**src/hdl/cma_pkg.sv**
```systemverilog
// ----------------------------------------------------------------------------
// Centered moving average package
// Sizes, the reciprocal used for the division by the window length, and the
// types that are shared between the modules of the filter.
// ----------------------------------------------------------------------------
package cma_pkg;

  // Window length and sample width.
  localparam int WINDOW      = 25;
  localparam int SAMPLE_BITS = 16;

  // Samples that must follow position i before its output is known.
  localparam int LEAD = WINDOW - 1 - WINDOW / 2;

  // Running sum width: enough for WINDOW full-scale samples.
  localparam int WIN_LOG   = $clog2(WINDOW);
  localparam int SUM_BITS  = SAMPLE_BITS + WIN_LOG;
  localparam int SEEN_BITS = $clog2(LEAD + 2);
  localparam int FLUSH_BITS = $clog2(LEAD + 1);

  // Division by WINDOW as a multiply by a rounded-up reciprocal. With the
  // shift set to SUM_BITS + ceil(log2(WINDOW)), the quotient is exact for
  // any dividend that fits in SUM_BITS unsigned bits.
  localparam int DIV_SHIFT  = SUM_BITS + WIN_LOG;
  localparam int RECIP_BITS = SUM_BITS + 1;
  localparam int PROD_BITS  = SUM_BITS + RECIP_BITS;
  localparam logic [RECIP_BITS-1:0] RECIP = RECIP_BITS'(
      ((64'd1 << DIV_SHIFT) + 64'(WINDOW) - 64'd1) / 64'(WINDOW));
  localparam logic [SUM_BITS-1:0] HALF_WINDOW = SUM_BITS'(WINDOW / 2);

  // Sequence control states.
  typedef enum logic [0:0] {
    ST_RUN,
    ST_FLUSH
  } state_e;

  // One window sum on its way to the rounding divider.
  typedef struct packed {
    logic                       valid;
    logic                       eos;
    logic signed [SUM_BITS-1:0] sum;
  } sum_stage_t;

endpackage

```
**src/hdl/cma_cell.sv**
```systemverilog
// ----------------------------------------------------------------------------
// Delay line cell
// Holds one sample of the window and hands it to the next cell on a shift.
// ----------------------------------------------------------------------------
module cma_cell (
  input  logic                                 clk_i,
  input  logic                                 rst_ni,
  input  logic                                 shift_i,
  input  logic                                 clear_i,
  input  logic signed [cma_pkg::SAMPLE_BITS-1:0] data_i,
  output logic signed [cma_pkg::SAMPLE_BITS-1:0] data_o
);

  logic signed [cma_pkg::SAMPLE_BITS-1:0] data_q;
  logic signed [cma_pkg::SAMPLE_BITS-1:0] data_d;

  // A clear at the end of a sequence wins over the shift.
  always_comb begin
    data_d = data_q;
    if (clear_i) begin
      data_d = '0;
    end else if (shift_i) begin
      data_d = data_i;
    end
  end

  always_ff @(posedge clk_i or negedge rst_ni) begin
    if (!rst_ni) begin
      data_q <= '0;
    end else begin
      data_q <= data_d;
    end
  end

  assign data_o = data_q;

endmodule

```
**src/hdl/cma_round.sv**
```systemverilog
// ----------------------------------------------------------------------------
// Rounding divider and output register
// Divides each window sum by the window length, rounding to nearest with
// ties away from zero, and holds the result until the consumer takes it.
// ----------------------------------------------------------------------------
module cma_round (
  input  logic                                  clk_i,
  input  logic                                  rst_ni,
  input  cma_pkg::sum_stage_t                   stage_i,
  output logic                                  adv_o,
  output logic                                  out_valid_o,
  input  logic                                  out_stall_i,
  output logic signed [cma_pkg::SAMPLE_BITS-1:0] average_o,
  output logic                                  end_of_sequence_o
);

  logic                                   mag_valid_q;
  logic                                   mag_eos_q;
  logic                                   mag_neg_q;
  logic [cma_pkg::SUM_BITS-1:0]           mag_q;
  logic [cma_pkg::SUM_BITS-1:0]           sum_u;
  logic [cma_pkg::SUM_BITS-1:0]           mag_d;
  logic [cma_pkg::PROD_BITS-1:0]          prod;
  logic [cma_pkg::SAMPLE_BITS-1:0]        quot;
  logic                                   out_valid_q;
  logic                                   out_eos_q;
  logic signed [cma_pkg::SAMPLE_BITS-1:0] out_avg_q;
  logic signed [cma_pkg::SAMPLE_BITS-1:0] out_avg_d;

  // The whole pipeline moves when the output register is free or being taken.
  assign adv_o = !out_valid_q || !out_stall_i;

  // Magnitude of the sum plus half the window, ready for the truncating divide.
  always_comb begin
    sum_u = stage_i.sum;
    if (stage_i.sum[cma_pkg::SUM_BITS-1]) begin
      mag_d = ~sum_u + 1'b1 + cma_pkg::HALF_WINDOW;
    end else begin
      mag_d = sum_u + cma_pkg::HALF_WINDOW;
    end
  end

  // Quotient by reciprocal multiply, then the sign goes back on.
  always_comb begin
    prod = cma_pkg::PROD_BITS'(mag_q) * cma_pkg::PROD_BITS'(cma_pkg::RECIP);
    quot = prod[cma_pkg::DIV_SHIFT +: cma_pkg::SAMPLE_BITS];
    if (mag_neg_q) begin
      out_avg_d = -$signed(quot);
    end else begin
      out_avg_d = $signed(quot);
    end
  end

  // Control bits of both stages.
  always_ff @(posedge clk_i or negedge rst_ni) begin
    if (!rst_ni) begin
      mag_valid_q <= 1'b0;
      out_valid_q <= 1'b0;
    end else if (adv_o) begin
      mag_valid_q <= stage_i.valid;
      out_valid_q <= mag_valid_q;
    end
  end

  // Payload of both stages.
  always_ff @(posedge clk_i) begin
    if (adv_o) begin
      mag_eos_q <= stage_i.eos;
      mag_neg_q <= stage_i.sum[cma_pkg::SUM_BITS-1];
      mag_q     <= mag_d;
      out_eos_q <= mag_eos_q;
      out_avg_q <= out_avg_d;
    end
  end

  assign out_valid_o       = out_valid_q;
  assign average_o         = out_avg_q;
  assign end_of_sequence_o = out_eos_q;

endmodule

```
**src/hdl/centered_moving_average.sv**
```systemverilog
// ----------------------------------------------------------------------------
// Centered moving average
// Boxcar average over a centered window of samples, zero outside a sequence.
// ----------------------------------------------------------------------------
// The filter takes one sample item per cycle while a sequence streams in and
// gives one average item per sample, the item for position i once sample
// i + LEAD has arrived (LEAD is 12 for the 25-sample window). The samples sit
// in a row of delay cells next to a running sum, so each item costs one shift
// and one add. After the item flagged final, the input stalls while LEAD
// zeros are shifted in to produce the outstanding items; the last of them
// carries end_of_sequence, and the line and sum are cleared in the same
// cycle. An accepted item passes the sum stage and the magnitude register to
// reach the output register. While a full output register is
// stalled, the whole pipeline and the input stall with it.
module centered_moving_average (
  input  logic                                   clk_i,
  input  logic                                   rst_ni,
  input  logic                                   in_valid_i,
  output logic                                   in_stall_o,
  input  logic signed [cma_pkg::SAMPLE_BITS-1:0] sample_i,
  input  logic                                   is_final_i,
  output logic                                   out_valid_o,
  input  logic                                   out_stall_i,
  output logic signed [cma_pkg::SAMPLE_BITS-1:0] average_o,
  output logic                                   end_of_sequence_o
);

  cma_pkg::state_e                         state_q, state_d;
  logic [cma_pkg::SEEN_BITS-1:0]           seen_q, seen_d;
  logic [cma_pkg::FLUSH_BITS-1:0]          flush_q, flush_d;
  logic signed [cma_pkg::SUM_BITS-1:0]     sum_q, sum_d, sum_new;
  logic signed [cma_pkg::SAMPLE_BITS-1:0]  push_data;
  logic signed [cma_pkg::SAMPLE_BITS-1:0]  line [cma_pkg::WINDOW];
  logic                                    adv;
  logic                                    accept;
  logic                                    shift;
  logic                                    clear;
  logic                                    emit;
  logic                                    eos;
  logic [cma_pkg::SEEN_BITS:0]             pos_sum;
  cma_pkg::sum_stage_t                     stage_q, stage_d;

  assign accept = in_valid_i && !in_stall_o;

  // Delay line: cell 0 takes the new sample, the last cell holds the oldest.
  for (genvar k = 0; k < cma_pkg::WINDOW; k++) begin : g_cell
    if (k == 0) begin : g_head
      cma_cell u_cell (
        .clk_i   (clk_i),
        .rst_ni  (rst_ni),
        .shift_i (shift),
        .clear_i (clear),
        .data_i  (push_data),
        .data_o  (line[k])
      );
    end else begin : g_body
      cma_cell u_cell (
        .clk_i   (clk_i),
        .rst_ni  (rst_ni),
        .shift_i (shift),
        .clear_i (clear),
        .data_i  (line[k-1]),
        .data_o  (line[k])
      );
    end
  end

  // Running sum after this cycle's push.
  assign sum_new = sum_q + cma_pkg::SUM_BITS'(push_data)
                 - cma_pkg::SUM_BITS'(line[cma_pkg::WINDOW-1]);

  // Position of the flushed output relative to the first owed one.
  assign pos_sum = (cma_pkg::SEEN_BITS+1)'(seen_q) + (cma_pkg::SEEN_BITS+1)'(flush_q);

  // Sequence control: stream samples, then flush with zeros.
  always_comb begin
    state_d    = state_q;
    seen_d     = seen_q;
    flush_d    = flush_q;
    sum_d      = sum_q;
    in_stall_o = !adv;
    push_data  = sample_i;
    shift      = 1'b0;
    clear      = 1'b0;
    emit       = 1'b0;
    eos        = 1'b0;
    unique case (state_q)
      cma_pkg::ST_RUN: begin
        if (accept) begin
          shift = 1'b1;
          sum_d = sum_new;
          if (seen_q != cma_pkg::SEEN_BITS'(cma_pkg::LEAD + 1)) begin
            seen_d = seen_q + 1'b1;
          end
          emit = (seen_d == cma_pkg::SEEN_BITS'(cma_pkg::LEAD + 1));
          if (is_final_i) begin
            state_d = cma_pkg::ST_FLUSH;
            flush_d = cma_pkg::FLUSH_BITS'(1);
          end
        end
      end
      cma_pkg::ST_FLUSH: begin
        in_stall_o = 1'b1;
        push_data  = '0;
        if (adv) begin
          shift = 1'b1;
          sum_d = sum_new;
          emit  = (pos_sum >= (cma_pkg::SEEN_BITS+1)'(cma_pkg::LEAD + 1));
          if (flush_q == cma_pkg::FLUSH_BITS'(cma_pkg::LEAD)) begin
            eos     = 1'b1;
            clear   = 1'b1;
            sum_d   = '0;
            seen_d  = '0;
            flush_d = '0;
            state_d = cma_pkg::ST_RUN;
          end else begin
            flush_d = flush_q + 1'b1;
          end
        end
      end
      default: begin
        state_d = cma_pkg::ST_RUN;
      end
    endcase
  end

  always_ff @(posedge clk_i or negedge rst_ni) begin
    if (!rst_ni) begin
      state_q <= cma_pkg::ST_RUN;
      seen_q  <= '0;
      flush_q <= '0;
      sum_q   <= '0;
    end else begin
      state_q <= state_d;
      seen_q  <= seen_d;
      flush_q <= flush_d;
      sum_q   <= sum_d;
    end
  end

  // Sum stage feeding the rounding divider.
  always_comb begin
    stage_d = stage_q;
    if (adv) begin
      stage_d.valid = emit;
      stage_d.eos   = eos;
      stage_d.sum   = sum_new;
    end
  end

  always_ff @(posedge clk_i or negedge rst_ni) begin
    if (!rst_ni) begin
      stage_q <= '0;
    end else begin
      stage_q <= stage_d;
    end
  end

  cma_round u_round (
    .clk_i             (clk_i),
    .rst_ni            (rst_ni),
    .stage_i           (stage_q),
    .adv_o             (adv),
    .out_valid_o       (out_valid_o),
    .out_stall_i       (out_stall_i),
    .average_o         (average_o),
    .end_of_sequence_o (end_of_sequence_o)
  );

  // The input is held off for the whole flush.
  assert property (@(posedge clk_i) disable iff (!rst_ni)
      (state_q == cma_pkg::ST_FLUSH) |-> in_stall_o)
    else $error("input taken during flush");

  // The last flush step leaves the sum and the sample count cleared.
  assert property (@(posedge clk_i) disable iff (!rst_ni)
      (state_q == cma_pkg::ST_FLUSH && adv &&
       flush_q == cma_pkg::FLUSH_BITS'(cma_pkg::LEAD))
      |=> (sum_q == '0 && seen_q == '0 && state_q == cma_pkg::ST_RUN))
    else $error("state not cleared after flush");

  // The sample count saturates one past the lead.
  assert property (@(posedge clk_i) disable iff (!rst_ni)
      seen_q <= cma_pkg::SEEN_BITS'(cma_pkg::LEAD + 1))
    else $error("sample count overran");

  // An end-of-sequence sum only comes out of the flush.
  assert property (@(posedge clk_i) disable iff (!rst_ni)
      (stage_q.valid && stage_q.eos && !$stable(stage_q))
      |-> $past(state_q == cma_pkg::ST_FLUSH))
    else $error("end of sequence outside flush");

  // Once the sample count has saturated, each accepted item emits a sum.
  assert property (@(posedge clk_i) disable iff (!rst_ni)
      (accept && seen_q == cma_pkg::SEEN_BITS'(cma_pkg::LEAD + 1)) |=> stage_q.valid)
    else $error("owed result not emitted");

endmodule
```
**config.mk**
```make
export PLATFORM = sky130hd
export DESIGN_NAME = centered_moving_average
export DESIGN_NICKNAME = d
export VERILOG_FILES = /design/src/hdl/cma_pkg.sv /design/src/hdl/cma_cell.sv /design/src/hdl/cma_round.sv /design/src/hdl/centered_moving_average.sv
export SDC_FILE = /design/constraint.sdc
export NUM_CORES = 2
export LEC_CHECK = 0
export BUFFER_PORTS_ARGS = -buffer_cell sky130_fd_sc_hd__buf_2
export CORE_ASPECT_RATIO = 1.5
export CORE_MARGIN = 5
export CORE_UTILIZATION = 45
export CTS_BUF_LIST = sky130_fd_sc_hd__clkbuf_8
export CTS_CLUSTER_SIZE = 12
export DETAILED_ROUTE_END_ITERATION = 8
export RECOVER_POWER = 25
export SYNTH_ARGS = -nofsm -noshare
export SYNTH_HDL_FRONTEND = slang
export SYNTH_SLANG_ARGS = --single-unit
```
**constraint.sdc**
```tcl
create_clock -name clk_i -period 6.7 [get_ports clk_i]
set_input_delay 1.675 -clock clk_i [delete_from_list [all_inputs] [get_ports clk_i]]
set_output_delay 1.675 -clock clk_i [all_outputs]
set_load 0.01 [all_outputs]
```
==> flow_summary.json <==
{
  "worst-path-stages": 23,
  "crit_slowest_cell": "fa_1",
  "met1_usage_pct": 21.78,
  "io_buffers": 39,
  "final-seq-area_mm2": 0.01259,
  "wl_per_cell_um": 16.37,
  "antenna_found_initial": 2,
  "gp_congestion": 0.9241,
  "r2r_cells": 23,
  "first_iter_violations": 1266,
  "synth_area_leader_cell": "dfrtp_1",
  "final_util_pct": 51.84,
  "grt_max_degree": 242,
  "cp_top_family": "adder cells",
  "first_pass_iters": 7,
  "finalWorstSetupSlack_ps": -146.9,
  "ys_seq_area_share_pct": 43.27,
  "violations": "max-capacitance violations, max-slew violations, negative setup slack",
  "drv_slew": 237,
  "vias_per_cell": 5.072,
  "setup_violations": 8,
  "die_x_um": 217.6,
  "busiest_layer": "met2",
  "post-dp-hpwl_mm": 49.18,
  "clk_path_buf_depth": 3,
  "critPathRequiredTime_ps": 7110,
  "die-area_mm2": 0.06993,
  "arrival_ps": 7250,
  "yosysMostFrequentCell": "nand2_1",
  "start_kind": "flip-flop",
  "hold_viol": 0,
  "met2_usage_pct": 37.67,
  "coreArea_mm2": 0.06433,
  "yosys_warnings": 0,
  "critPathMostFrequentCell": "fa_2",
  "max_cap_violations": 4,
  "multi_input_area_mm2": 0.01518,
  "cp-end-kind": "flip-flop",
  "initial_core_util_pct": 45.22,
  "relSlewSlack_pct": -141.6,
  "fin_crit_sh_pct": 102.2,
  "critPathMaxStageDelay_ps": 540,
  "drt_wl_total_mm": 68.31,
  "crit_type": "flip-flop to flip-flop",
  "status": "finished, violations left",
  "first_global_vias": 22030,
  "syn-cell-area_mm2": 0.02909,
  "syn_inst": 3092,
  "cts_buffers": 77,
  "period_minus_slack_ps": 6847,
  "ioPinCount": 40,
  "nNetsFinal": 3674,
  "clock-sinks": 495,
  "hold_depth": 0,
  "vias": 21160,
  "drcViolationCount": 0,
  "yosys-top-cells-area": "dfrtp_1, fa_1, nand2_1",
  "yosysTopAreaCellShare_pct": 39.14,
  "tns_ps": -530.2,
  "fill_cells": 5998,
  "postSynth.asyncResetShare_pct": 91.92,
  "cts_root_buf": "clkbuf_8",
  "crit_buf_inv": 4,
  "grtUsageMet3_pct": 2.570,
  "syn_to_final_growth_pct": 14.65,
  "worst_pin_slew_ps": 3623,
  "yosys-top-cells-count": "nand2_1, dfrtp_1, a21oi_1, inv_1, ha_1",
  "h-tree-depth": 3,
  "drive_gt1_share_pct": 12.97,
  "rsz0062_at_grt": "yes",
  "track_usage_pct": 19.74,
  "dp_cells": 4006,
  "hp-class": "flip-flop to flip-flop",
  "synth-edff-count": 40,
  "final_antenna_net_count": 0,
  "syn-num-nets": 3524,
  "cts_tree": "done",
  "cp_cell_sequence": "buf_4, fa_1, inv_1, fa_2, fa_1, inv_1, fa_2, fa_2, fa_2, fa_1, ha_1, nand4_1, buf_6, nor2_4, o2111ai_4, a211o_4, o211ai_4, a41oi_4, mux2_4, nor2_4, nand4b_4, o41ai_4, xnor2_1",
  "path_max_fanout": 5,
  "clk_pin_slew_ps": 70,
  "max_freq_mhz": 146.1,
  "die_h_um": 321.4,
  "overflow": 0,
  "layoutNonFillerInstCount": 4172,
  "ys.flop_type": "dfrtp_1",
  "worstSkewPairLatency_ps": 670,
  "grt_pass1_wl_mm": 111.9,
  "skew_ps": 40.22,
  "syn_avg_cell_area_um2": 9.408,
  "ys_ff_latch": 495,
  "synth_cell_types": 66,
  "rows": 114
}
## cell families after synthesis
| kind of cell | after synthesis | synth area share [%] |
|---|---|---|
| fa+ha+maj | 411 | 22.22 |
| compound gates | 606 | 11.73 |
| mux | 6 | 0.2322 |
| simple gates | 1013 | 14.14 |
| flops | 495 | 43.27 |
| buf+inv | 493 | 6.361 |
| xor+xnor | 68 | 2.047 |
## metrics by stage
step           setup slack [ps]  hold WS, ps  area (µm²)
6_report                 -146.9        438.8       33350
5_1_grt                  -377.1        447.6       33350
4_1_cts                  -117.7        448.6       33270
3_5_place_dp             -871.8        426.5       31090
3_3_place_gp             -770.2        403.0       31090
2_1_floorplan            -7.984        400.3       29090
## layer usage
metal / vias up / routed length [µm]
met4: 0 / 2894
met5: - / 0
met2: 278 / 37720
li1: 10260 / -
met3: 126 / 1838
met1: 10500 / 25850
## worst reg2reg max path, cell delays in order (launching register included)
cell	delay (ps)
edfxtp_1	440
buf_4	170
fa_1	530
inv_1	70
fa_2	360
fa_1	540
inv_1	60
fa_2	540
fa_2	440
fa_2	410
fa_1	480
ha_1	300
nand4_1	110
buf_6	150
nor2_4	150
o2111ai_4	150
a211o_4	320
o211ai_4	150
a41oi_4	180
mux2_4	350
nor2_4	120
nand4b_4	140
o41ai_4	330
xnor2_1	110
## timing repair
| action | CTS | global route |
|---|---|---|
| gates cloned | 0 | 0 |
| endpoints found under the setup margin | 15 | 14 |
| pin swaps | 57 | 19 |
| buffers inserted | 22 | 5 |
| resized for setup | 92 | 12 |
| hold buffers | 0 | 0 |
## path summary, 6_finish.rpt
| path | slack, ps | startpoint | endpoint |
|---|---|---|---|
| worst max-delay path | -150 | u_round.mag_q[7] | u_round.average_o[15] |
| worst min-delay path | 440 | u_round.mag_eos_q | u_round.end_of_sequence_o |
| worst max register to register | -150 | u_round.mag_q[7] | u_round.average_o[15] |
| worst min register to register | 440 | u_round.mag_eos_q | u_round.end_of_sequence_o |
| max in group asynchronous | 1450 | rst_ni | g_cell[10].g_body.u_cell.data_o[5] |
| min in group asynchronous | 2240 | rst_ni | g_cell[11].g_body.u_cell.data_o[14] |
## state kept, by name, indices dropped and copies added (netlist names)
register	count
g_cell.g_body.u_cell.data_o	384
stage_q	23
sum_q	21
u_round.mag_q	21
g_cell.g_head.u_cell.data_o	16
u_round.average_o	16
flush_q	4
seen_q	4
state_q	1
u_round.end_of_sequence_o	1
u_round.mag_eos_q	1
u_round.mag_neg_q	1
u_round.mag_valid_q	1
u_round.out_valid_o	1
## layout make-up
class / instances / share of cell area, %
Antenna cell: 1 / 0.007503
Multi-Input combinational cell: 2104 / 45.52
Inverter: 345 / 3.883
Sequential cell: 495 / 37.74
Clock buffer: 93 / 3.838
Timing Repair Buffer: 219 / 4.948
Tap cell: 870 / 3.264
Clock inverter: 45 / 0.7991
## layout by cell type (no fill, tap or decap), drive strengths merged, types with 12 or more instances in the layout
cell type | Yosys | routed
inv | 345 | 381
edfxtp | 40 | 40
xor2 | 22 | 22
o21ai | 122 | 122
buf | 20 | 213
fa | 176 | 176
a21oi | 372 | 372
nand2b | 24 | 24
xnor2 | 46 | 46
nand3 | 16 | 16
dfrtp | 455 | 455
a22o | 18 | 18
nand2 | 862 | 862
nor2 | 38 | 38
clkbuf | 128 | 99
a21o | 15 | 15
ha | 235 | 235
nor3 | 12 | 12
Power is not shown: default switching activity piles up to over one toggle a cycle in this logic, so the estimate is an artifact.
